**src/sv/spiral_scan_next_cell_macros.svh**
```systemverilog
// Assertion macros for the spiral scan next-cell block.
// Expects clk_i and rst_ni in the scope of each use.
`ifndef SPIRAL_SCAN_NEXT_CELL_MACROS_SVH
`define SPIRAL_SCAN_NEXT_CELL_MACROS_SVH

// Same-cycle implication, checked outside reset.
`define SSN_ASSERT_NOW(label, ante, cons, msg) \
  label: assert property (@(posedge clk_i) disable iff (!rst_ni) (ante) |-> (cons)) \
    else $error(msg);

// Next-cycle implication, checked outside reset.
`define SSN_ASSERT_NEXT(label, ante, cons, msg) \
  label: assert property (@(posedge clk_i) disable iff (!rst_ni) (ante) |=> (cons)) \
    else $error(msg);

`endif

```
**src/sv/ssn_pkg.sv**
```systemverilog
// Package of the spiral scan next-cell block: payload types, heading codes,
// register indexes and the stage records passed between the modules.
`default_nettype none

package ssn_pkg;

  localparam int unsigned GRID_SIDE = 64;
  localparam int unsigned CoordW    = $clog2(GRID_SIDE);  // row / column index
  localparam int unsigned MarginW   = CoordW + 1;         // margin counts
  localparam int unsigned OutCoordW = CoordW + 2;         // signed next cell
  localparam int unsigned WorkW     = MarginW + 3;        // signed work width
  localparam int unsigned HeadW     = 3;

  localparam logic [HeadW-1:0] HEAD_NONE  = 3'd0;
  localparam logic [HeadW-1:0] HEAD_RIGHT = 3'd1;
  localparam logic [HeadW-1:0] HEAD_DOWN  = 3'd2;
  localparam logic [HeadW-1:0] HEAD_LEFT  = 3'd3;
  localparam logic [HeadW-1:0] HEAD_UP    = 3'd4;

  localparam int unsigned CfgIdxW = 1;
  localparam logic [CfgIdxW-1:0] CFG_LAST_COLUMN = 1'd0;
  localparam logic [CfgIdxW-1:0] CFG_LAST_ROW    = 1'd1;

  typedef struct packed {
    logic [CoordW-1:0]  cur_row;
    logic [CoordW-1:0]  cur_column;
    logic [MarginW-1:0] top_margin;
    logic [MarginW-1:0] bottom_margin;
    logic [MarginW-1:0] left_margin;
    logic [MarginW-1:0] right_margin;
    logic [HeadW-1:0]   heading;
  } ssn_in_t;

  typedef struct packed {
    logic signed [OutCoordW-1:0] next_row;
    logic signed [OutCoordW-1:0] next_column;
    logic [MarginW-1:0]          next_top_margin;
    logic [MarginW-1:0]          next_bottom_margin;
    logic [MarginW-1:0]          next_left_margin;
    logic [MarginW-1:0]          next_right_margin;
    logic [HeadW-1:0]            next_heading;
    logic                        side_end;
    logic                        outside;
  } ssn_out_t;

  // Stage 1 record: the request plus the live-area bounds.
  typedef struct packed {
    ssn_in_t                 req;
    logic signed [WorkW-1:0] top;
    logic signed [WorkW-1:0] bottom;
    logic signed [WorkW-1:0] left;
    logic signed [WorkW-1:0] right;
    logic                    early_out;
  } ssn_bounds_t;

  // Stage 2 record: the moved cursor with margins kept one bit wider.
  typedef struct packed {
    logic signed [WorkW-1:0] nr;
    logic signed [WorkW-1:0] nc;
    logic [MarginW:0]        nt;
    logic [MarginW:0]        nb;
    logic [MarginW:0]        nl;
    logic [MarginW:0]        nrm;
    logic [HeadW-1:0]        nh;
    logic                    side_end;
    logic                    early_out;
  } ssn_move_t;

endpackage

`default_nettype wire

```
**src/sv/ssn_if.sv**
```systemverilog
// Valid/ready channel carrying one spiral cursor request or result.
// Depends on ssn_pkg for the payload types.
`default_nettype none

interface ssn_in_if;
  import ssn_pkg::*;
  logic    valid;
  logic    ready;
  ssn_in_t data;
  modport source (output valid, output data, input ready);
  modport sink   (input valid, input data, output ready);
endinterface

interface ssn_out_if;
  import ssn_pkg::*;
  logic     valid;
  logic     ready;
  ssn_out_t data;
  modport source (output valid, output data, input ready);
  modport sink   (input valid, input data, output ready);
endinterface

`default_nettype wire

```
**src/sv/spiral_scan_next_cell.sv**
```systemverilog
// Spiral scan next-cell generator: a three-stage pipeline that turns one
// spiral cursor request into the next cell of a clockwise inward spiral.
// Depends on ssn_pkg, ssn_if, ssn_move and spiral_scan_next_cell_macros.svh.
//
// Each request gives the next cell of a clockwise inward spiral over a grid
// of (last_row+1) x (last_column+1) cells. The block takes one request every
// clock while input ready is high and returns exactly one result per request,
// in order. A request passes the three register stages: live-area bounds,
// cursor step and turn, then the finished check. Every stage holds under a
// stall and a stage frees as soon as its contents move on, so ready on the
// input drops only when all three stages are full and the output is stalled.
// The result register is the last stage, so a finished result waiting on the
// output never blocks a request behind a bubble. The grid size registers are
// written through cfg_we_i, cfg_idx_i (0 last_column, 1 last_row) and
// cfg_wdata_i; the user must write them only while no request is in flight,
// which the block does not enforce. Both reset to the full 64 x 64 grid.
`default_nettype none

module spiral_scan_next_cell (
  input  wire                         clk_i,
  input  wire                         rst_ni,
  input  wire                         cfg_we_i,
  input  wire [ssn_pkg::CfgIdxW-1:0]  cfg_idx_i,
  input  wire [ssn_pkg::CoordW-1:0]   cfg_wdata_i,
  ssn_in_if.sink                      in_req_i,
  ssn_out_if.source                   out_rsp_o
);
  import ssn_pkg::*;

  `include "spiral_scan_next_cell_macros.svh"

  // Grid size registers
  logic [CoordW-1:0] last_column_q;
  logic [CoordW-1:0] last_row_q;

  always_ff @(posedge clk_i or negedge rst_ni) begin
    if (!rst_ni) begin
      last_column_q <= CoordW'(GRID_SIDE - 1);
      last_row_q    <= CoordW'(GRID_SIDE - 1);
    end else if (cfg_we_i) begin
      // The register width spans the whole grid, so no clamp is needed.
      case (cfg_idx_i)
        CFG_LAST_COLUMN: last_column_q <= cfg_wdata_i;
        CFG_LAST_ROW:    last_row_q    <= cfg_wdata_i;
        default:         ;
      endcase
    end
  end

  // Stall chain: a stage takes new data when it is empty or drains.
  logic v1_q, v2_q, v3_q;
  logic rdy1, rdy2, rdy3;

  assign rdy3 = !v3_q || out_rsp_o.ready;
  assign rdy2 = !v2_q || rdy3;
  assign rdy1 = !v1_q || rdy2;
  assign in_req_i.ready = rdy1;

  always_ff @(posedge clk_i or negedge rst_ni) begin
    if (!rst_ni) begin
      v1_q <= 1'b0;
      v2_q <= 1'b0;
      v3_q <= 1'b0;
    end else begin
      if (rdy1) v1_q <= in_req_i.valid;
      if (rdy2) v2_q <= v1_q;
      if (rdy3) v3_q <= v2_q;
    end
  end

  // Stage 1: live-area bounds, crossed bounds and unknown heading.
  ssn_bounds_t s1_d, s1_q;
  logic        bad_head;

  always_comb begin
    s1_d.req    = in_req_i.data;
    s1_d.top    = $signed(WorkW'(in_req_i.data.top_margin));
    s1_d.left   = $signed(WorkW'(in_req_i.data.left_margin));
    s1_d.bottom = $signed(WorkW'(last_row_q)) -
                  $signed(WorkW'(in_req_i.data.bottom_margin));
    s1_d.right  = $signed(WorkW'(last_column_q)) -
                  $signed(WorkW'(in_req_i.data.right_margin));
    bad_head    = !(in_req_i.data.heading inside {[HEAD_RIGHT:HEAD_UP]});
    s1_d.early_out = bad_head || (s1_d.top > s1_d.bottom) ||
                     (s1_d.left > s1_d.right);
  end

  always_ff @(posedge clk_i) begin
    if (rdy1 && in_req_i.valid) s1_q <= s1_d;
  end

  // Stage 2: step along the side, turn at its end.
  ssn_move_t s2_d, s2_q;

  ssn_move u_move (
    .b_i (s1_q),
    .m_o (s2_d)
  );

  always_ff @(posedge clk_i) begin
    if (rdy2 && v1_q) s2_q <= s2_d;
  end

  // Stage 3: finished check on the moved margins, trim to result widths.
  ssn_out_t         s3_d, s3_q;
  logic [MarginW+1:0] sum_rows, sum_cols;

  always_comb begin
    sum_rows = {1'b0, s2_q.nt} + {1'b0, s2_q.nb};
    sum_cols = {1'b0, s2_q.nl} + {1'b0, s2_q.nrm};
    s3_d.next_row           = s2_q.nr[OutCoordW-1:0];
    s3_d.next_column        = s2_q.nc[OutCoordW-1:0];
    s3_d.next_top_margin    = s2_q.nt[MarginW-1:0];
    s3_d.next_bottom_margin = s2_q.nb[MarginW-1:0];
    s3_d.next_left_margin   = s2_q.nl[MarginW-1:0];
    s3_d.next_right_margin  = s2_q.nrm[MarginW-1:0];
    s3_d.next_heading       = s2_q.nh;
    s3_d.side_end           = s2_q.side_end;
    s3_d.outside            = s2_q.early_out ||
                              (sum_rows > (MarginW+2)'(last_row_q)) ||
                              (sum_cols > (MarginW+2)'(last_column_q));
  end

  always_ff @(posedge clk_i) begin
    if (rdy3 && v2_q) s3_q <= s3_d;
  end

  assign out_rsp_o.valid = v3_q;
  assign out_rsp_o.data  = s3_q;

  // Checks
  `SSN_ASSERT_NOW(a_ready_only_when_full, !in_req_i.ready,
    v1_q && v2_q && v3_q && !out_rsp_o.ready, "input stalled with a free stage")
  `SSN_ASSERT_NOW(a_none_heading_outside,
    out_rsp_o.valid && (out_rsp_o.data.next_heading == HEAD_NONE),
    out_rsp_o.data.outside && !out_rsp_o.data.side_end,
    "heading none gave a move")
  `SSN_ASSERT_NEXT(a_stage2_held, v2_q && !rdy2, v2_q && $stable(s2_q),
    "stalled stage 2 lost its item")

endmodule

`default_nettype wire

```
**src/sv/ssn_move.sv**
```systemverilog
// Move logic of the spiral scan: steps the cursor along its side and turns
// at the side's end. Depends on ssn_pkg.
`default_nettype none

module ssn_move (
  input  wire ssn_pkg::ssn_bounds_t b_i,
  output ssn_pkg::ssn_move_t        m_o
);
  import ssn_pkg::*;

  // One cell step at the signed work width
  localparam logic signed [WorkW-1:0] StepOne = WorkW'(1);

  logic signed [WorkW-1:0] row_s;
  logic signed [WorkW-1:0] col_s;
  logic [MarginW:0]        mt, mb, ml, mr;

  assign row_s = $signed({{(WorkW-CoordW){1'b0}}, b_i.req.cur_row});
  assign col_s = $signed({{(WorkW-CoordW){1'b0}}, b_i.req.cur_column});
  assign mt    = {1'b0, b_i.req.top_margin};
  assign mb    = {1'b0, b_i.req.bottom_margin};
  assign ml    = {1'b0, b_i.req.left_margin};
  assign mr    = {1'b0, b_i.req.right_margin};

  always_comb begin
    m_o.nr        = row_s;
    m_o.nc        = col_s;
    m_o.nt        = mt;
    m_o.nb        = mb;
    m_o.nl        = ml;
    m_o.nrm       = mr;
    m_o.nh        = b_i.req.heading;
    m_o.side_end  = 1'b0;
    m_o.early_out = b_i.early_out;
    if (!b_i.early_out) begin
      case (b_i.req.heading)
        HEAD_RIGHT: begin
          m_o.nr = b_i.top;
          m_o.nc = col_s + StepOne;
          if (col_s + StepOne > b_i.right) begin
            m_o.nt       = mt + 1'b1;
            m_o.nh       = HEAD_DOWN;
            m_o.nc       = b_i.right;
            m_o.nr       = b_i.top + StepOne;
            m_o.side_end = 1'b1;
          end
        end
        HEAD_DOWN: begin
          m_o.nc = b_i.right;
          m_o.nr = row_s + StepOne;
          if (row_s + StepOne > b_i.bottom) begin
            m_o.nrm      = mr + 1'b1;
            m_o.nh       = HEAD_LEFT;
            m_o.nr       = b_i.bottom;
            m_o.nc       = b_i.right - StepOne;
            m_o.side_end = 1'b1;
          end
        end
        HEAD_LEFT: begin
          m_o.nr = b_i.bottom;
          m_o.nc = col_s - StepOne;
          if (col_s - StepOne < b_i.left) begin
            m_o.nb       = mb + 1'b1;
            m_o.nh       = HEAD_UP;
            m_o.nc       = b_i.left;
            m_o.nr       = b_i.bottom - StepOne;
            m_o.side_end = 1'b1;
          end
        end
        default: begin
          // up
          m_o.nc = b_i.left;
          m_o.nr = row_s - StepOne;
          if (row_s - StepOne < b_i.top) begin
            m_o.nl       = ml + 1'b1;
            m_o.nh       = HEAD_RIGHT;
            m_o.nr       = b_i.top;
            m_o.nc       = b_i.left + StepOne;
            m_o.side_end = 1'b1;
          end
        end
      endcase
    end
  end

endmodule

`default_nettype wire
```
**src/flat_wrapper.sv**
```systemverilog
// flat-port wrapper written by rule: the top's interface ports become plain ports
module spiral_scan_next_cell_flat import ssn_pkg::*;
  (clk_i, rst_ni, cfg_we_i, cfg_idx_i, cfg_wdata_i, in_req_i_valid, in_req_i_data, in_req_i_ready, out_rsp_o_valid, out_rsp_o_data, out_rsp_o_ready);
  ssn_in_if in_req_i_i ();
  ssn_out_if out_rsp_o_i ();
  input  wire clk_i;
  input  wire rst_ni;
  input  wire cfg_we_i;
  input  wire [ssn_pkg::CfgIdxW-1:0] cfg_idx_i;
  input  wire [ssn_pkg::CoordW-1:0] cfg_wdata_i;
  input wire logic [$bits(in_req_i_i.valid)-1:0] in_req_i_valid;
  input wire logic [$bits(in_req_i_i.data)-1:0] in_req_i_data;
  output wire logic [$bits(in_req_i_i.ready)-1:0] in_req_i_ready;
  output wire logic [$bits(out_rsp_o_i.valid)-1:0] out_rsp_o_valid;
  output wire logic [$bits(out_rsp_o_i.data)-1:0] out_rsp_o_data;
  input wire logic [$bits(out_rsp_o_i.ready)-1:0] out_rsp_o_ready;
  assign in_req_i_i.valid = in_req_i_valid;
  assign in_req_i_i.data = in_req_i_data;
  assign in_req_i_ready = in_req_i_i.ready;
  assign out_rsp_o_valid = out_rsp_o_i.valid;
  assign out_rsp_o_data = out_rsp_o_i.data;
  assign out_rsp_o_i.ready = out_rsp_o_ready;
  spiral_scan_next_cell u_core (.clk_i(clk_i), .rst_ni(rst_ni), .cfg_we_i(cfg_we_i), .cfg_idx_i(cfg_idx_i), .cfg_wdata_i(cfg_wdata_i), .in_req_i(in_req_i_i), .out_rsp_o(out_rsp_o_i));
endmodule
```
**config.mk**
```make
export PLATFORM = sky130hd
export DESIGN_NAME = spiral_scan_next_cell_flat
export DESIGN_NICKNAME = d
export VERILOG_FILES = /design/src/sv/ssn_pkg.sv /design/src/sv/ssn_if.sv /design/src/sv/spiral_scan_next_cell.sv /design/src/sv/ssn_move.sv /design/src/flat_wrapper.sv
export VERILOG_INCLUDE_DIRS = /design/src /design/src/sv
export SDC_FILE = /design/constraint.sdc
export NUM_CORES = 1
export LEC_CHECK = 0
export BUFFER_PORTS_ARGS = -buffer_cell sky130_fd_sc_hd__buf_2
export CAP_MARGIN = 40
export CORE_ASPECT_RATIO = 2
export CORE_UTILIZATION = 60
export DETAILED_ROUTE_END_ITERATION = 12
export GPL_TIMING_DRIVEN = 0
export PLACE_DENSITY = 0.8
export REMOVE_ABC_BUFFERS = 1
export SYNTH_ARGS = -nofsm -noshare
export SYNTH_HDL_FRONTEND = slang
export SYNTH_SLANG_ARGS = --single-unit
```
**constraint.sdc**
```tcl
create_clock -name clk_i -period 4.8 [get_ports clk_i]
set_input_delay 0.72 -clock clk_i [delete_from_list [all_inputs] [get_ports clk_i]]
set_output_delay 0.72 -clock clk_i [all_outputs]
set_load 0.02 [all_outputs]
```
==> impl_metrics.json <==
{
  "power_uw": 4380,
  "drc_errors": 0,
  "post_route_cells_drive_above_1_share_pct": 18.4,
  "report.final.slew_viol_count": 0,
  "synth_top_family_by_area": "adder cells",
  "clk_latency_ps": 440,
  "dieArea_um2": 17400,
  "wl_met3_um": 990,
  "synth_edf_count": 162,
  "grt_pass1_vias": 7536,
  "max_slew_margin_pct": 40.5,
  "setup_violations": 0,
  "ys.warnings.count": 0,
  "fmax_ghz": 0.219,
  "layout_commonest_cell": "edfxtp_1",
  "core-area_um2": 16400,
  "grt_max_degree": 39,
  "peakVddDrop_mv": 0.276,
  "synth_area_um2": 10100,
  "fin_nets": 1139,
  "dpl.cell_count": 1175,
  "wl_met2_mm": 13.5,
  "cts_hold_buffers": 0,
  "intPower_uw": 2980,
  "syn_avg_cell_area_um2": 11.5,
  "drtPass1Iterations": 5,
  "antenna_found_initial": 0,
  "cts.sinks": 177,
  "hold_ws_ps": 170,
  "syn_inst": 883,
  "start_util_pct": 61.9,
  "cts_buffers": 17,
  "viasPerCell": 6.08,
  "synth_top_flop_cell": "edfxtp_1",
  "synth-simple-area-share_pct": 11.8,
  "synth-xor-area-share_pct": 6.15,
  "fin_crit_sh_pct": 95.3,
  "clk_pin_slew_ps": 80,
  "diodes": 0,
  "vias": 7335,
  "gp_congestion": 0.969,
  "grt_pass1_wl_mm": 37.9,
  "hp-class": "in2async",
  "boundaryPins": 106,
  "setup_tns_ps": 0,
  "status": "finished clean",
  "cp_max_fo": 16,
  "avgRoutedWirePerCell_um": 20.4,
  "cts-root-buf": "clkbuf_16",
  "critPathCaptureType": "flop",
  "synthAdderAreaFrac_pct": 11.9,
  "htreeDepth": 4,
  "cp-start-kind": "flop",
  "p_sw_share_pct": 32.0,
  "synth-seq-cells": 177,
  "drv_cap": 0,
  "comb_power_share_pct": 22.7,
  "p_leak_uw": 0.00473,
  "die_y_um": 186,
  "clkPwrFrac_pct": 31.4,
  "final_cell_mix": "edfxtp_1 (162), buf_2 (106), inv_1 (100)",
  "drt-met1-wl_mm": 8.61,
  "synth_compound_area_share_pct": 11.8,
  "finalCriticalPeriod_ps": 4570,
  "worst_ep_arrival_time_ps": 4700,
  "required_ps": 4930,
  "rows": 66,
  "seq_area_frac_synth_pct": 52.0,
  "synthMuxAreaShare_pct": 1.72,
  "hold_viol": 0,
  "fill_cells": 1188,
  "cp-startpoint": "u_core.s1_q[78]",
  "worst-slew-pin-transition_ps": 890,
  "rsz0062_at_grt": "false",
  "routed_wl_mm": 24.7,
  "final_util_pct": 70.3,
  "pwr-share-seq_pct": 45.9,
  "drt_iter0_markers": 447,
  "highest_layer": "met4",
  "area_growth_pct": 13.6,
  "grt-ovfl-total": 0,
  "die_width_um": 93.8,
  "async_flop_share_pct": 8.47,
  "portBuffers": 105,
  "power.density_nw_per_um2": 382,
  "finClkSkew_ps": 12.6,
  "hpwl_mm": 19.0,
  "antenna_left": 0,
  "track_usage_pct": 29.8,
  "p_sw_uw": 1400,
  "cts_tree": "built",
  "path_class": "reg2reg",
  "final_cells": 1207,
  "clockBufferDepth": 2,
  "r2r-start": "u_core.s1_q[78]",
  "synth.distinct_cells": 74
}
layout make-up:
| class | instances | area (um^2) | share of cell area (%) |
|---|---|---|---|
| multi-input combinational | 583 | 4400 | 38.3 |
| timing repair buffer | 110 | 618 | 5.38 |
| sequential | 177 | 5260 | 45.7 |
| clock buffer | 17 | 425 | 3.70 |
| tap | 204 | 255 | 2.22 |
| clock inverter | 15 | 163 | 1.42 |
| inverter | 101 | 379 | 3.30 |
layer usage:
metal | vias up | track usage (%)
li1 | 3449 | -
met1 | 3510 | 30.4
met2 | 277 | 55.4
met3 | 99 | 3.96
met4 | 0 | 19.7
met5 | - | 0
worst max-delay path: stages (launching register included):
cell	delay, ps
edfxtp_1	520
inv_1	150
ha_1	390
inv_1	70
ha_1	260
a21boi_0	120
o21a_1	190
o21a_1	160
o21ai_0	160
nand2b_1	90
a21o_1	180
a21oi_1	150
ha_2	410
clkinv_1	390
a2111oi_0	820
a221oi_1	190
registers in the layout, indices dropped and copies added (netlist names):
register / flops
u_core.last_row_q: 6
u_core.v2_q: 1
u_core.last_column_q: 6
u_core.out_rsp_o.valid: 1
u_core.out_rsp_o.data: 49
u_core.s1_q: 60
u_core.s2_q: 53
u_core.v1_q: 1
logic make-up (layout without fill, tap and decap cells):
| logic type | count (synthesis) | count (layout) |
|---|---|---|
| AOI/OAI and AO/OA | 174 | 174 |
| xor gates and xnor gates | 71 | 71 |
| adders and majority gates | 94 | 94 |
| buffers and inverters | 123 | 243 |
| DFF | 177 | 177 |
| muxes | 16 | 16 |
| and+or+nand+nor | 228 | 228 |
path summary, 6_finish.rpt:
path	end	slack (ps)	cells after the start
worst max-delay path	u_core.s2_q[38]	230	15
worst min-delay path	u_core.out_rsp_o.valid	170	1
worst max register to register	u_core.s2_q[38]	230	15
worst min register to register	u_core.out_rsp_o.data[39]	420	0
max in group asynchronous	u_core.last_column_q[4]	4320	1
min in group clk_i	u_core.out_rsp_o.data[39]	420	0
through the flow:
step | cell area (um^2) | setup slack, ps
2_1_floorplan | 10000 | 1120
3_3_place_gp | 10800 | 87.5
3_5_place_dp | 10900 | 86.5
4_1_cts | 11500 | 63.6
5_1_grt | 11500 | 77.2
6_report | 11500 | 225
cell usage after synthesis, types with 4 or more instances:
cell / number / share of area [%]
a221oi_1: 12 / 1.0
xnor2_1: 57 / 4.9
dfstp_2: 12 / 3.1
edfxtp_1: 162 / 48
o21ai_1: 6 / 0.30
ha_1: 90 / 11
buf_2: 6 / 0.30
o31ai_1: 4 / 0.30
clkbuf_1: 14 / 0.52
nand3_1: 31 / 1.5
and2_1: 7 / 0.43
inv_1: 100 / 3.7
o22ai_1: 6 / 0.37
o21ai_0: 36 / 1.8
xor2_1: 14 / 1.2
mux2i_1: 5 / 0.49
and3_1: 6 / 0.37
nand2_1: 52 / 1.9
nor2_1: 40 / 1.5
mux2_2: 10 / 1.1
a21oi_1: 39 / 1.9
fa_1: 4 / 0.79
a22oi_1: 4 / 0.30
o21a_1: 11 / 0.82
a21o_1: 11 / 0.82
nand2b_1: 10 / 0.62
nor2b_1: 13 / 0.80
o21bai_1: 5 / 0.37
a21boi_0: 6 / 0.45
nand4_1: 14 / 0.87
nor3_1: 22 / 1.1
nor4_1: 8 / 0.49
o221ai_1: 4 / 0.35
timing repair:
| action | CTS | global route |
|---|---|---|
| endpoints found under the setup margin | 0 | 3 |
| gates resized for setup | 0 | 2 |
| setup buffers | 0 | 0 |
power by group through the flow:
stage / logic [uW] / clock network, uW / registers (uW)
5_1_grt: 1110 / 1440 / 2030
3_5_place_dp: 987 / 0 / 2040
6_report: 996 / 1380 / 2010
2_1_floorplan: 638 / 0 / 2050
4_1_cts: 997 / 1390 / 2010
3_3_place_gp: 930 / 0 / 2040
Power figures use the tool's default switching activity.
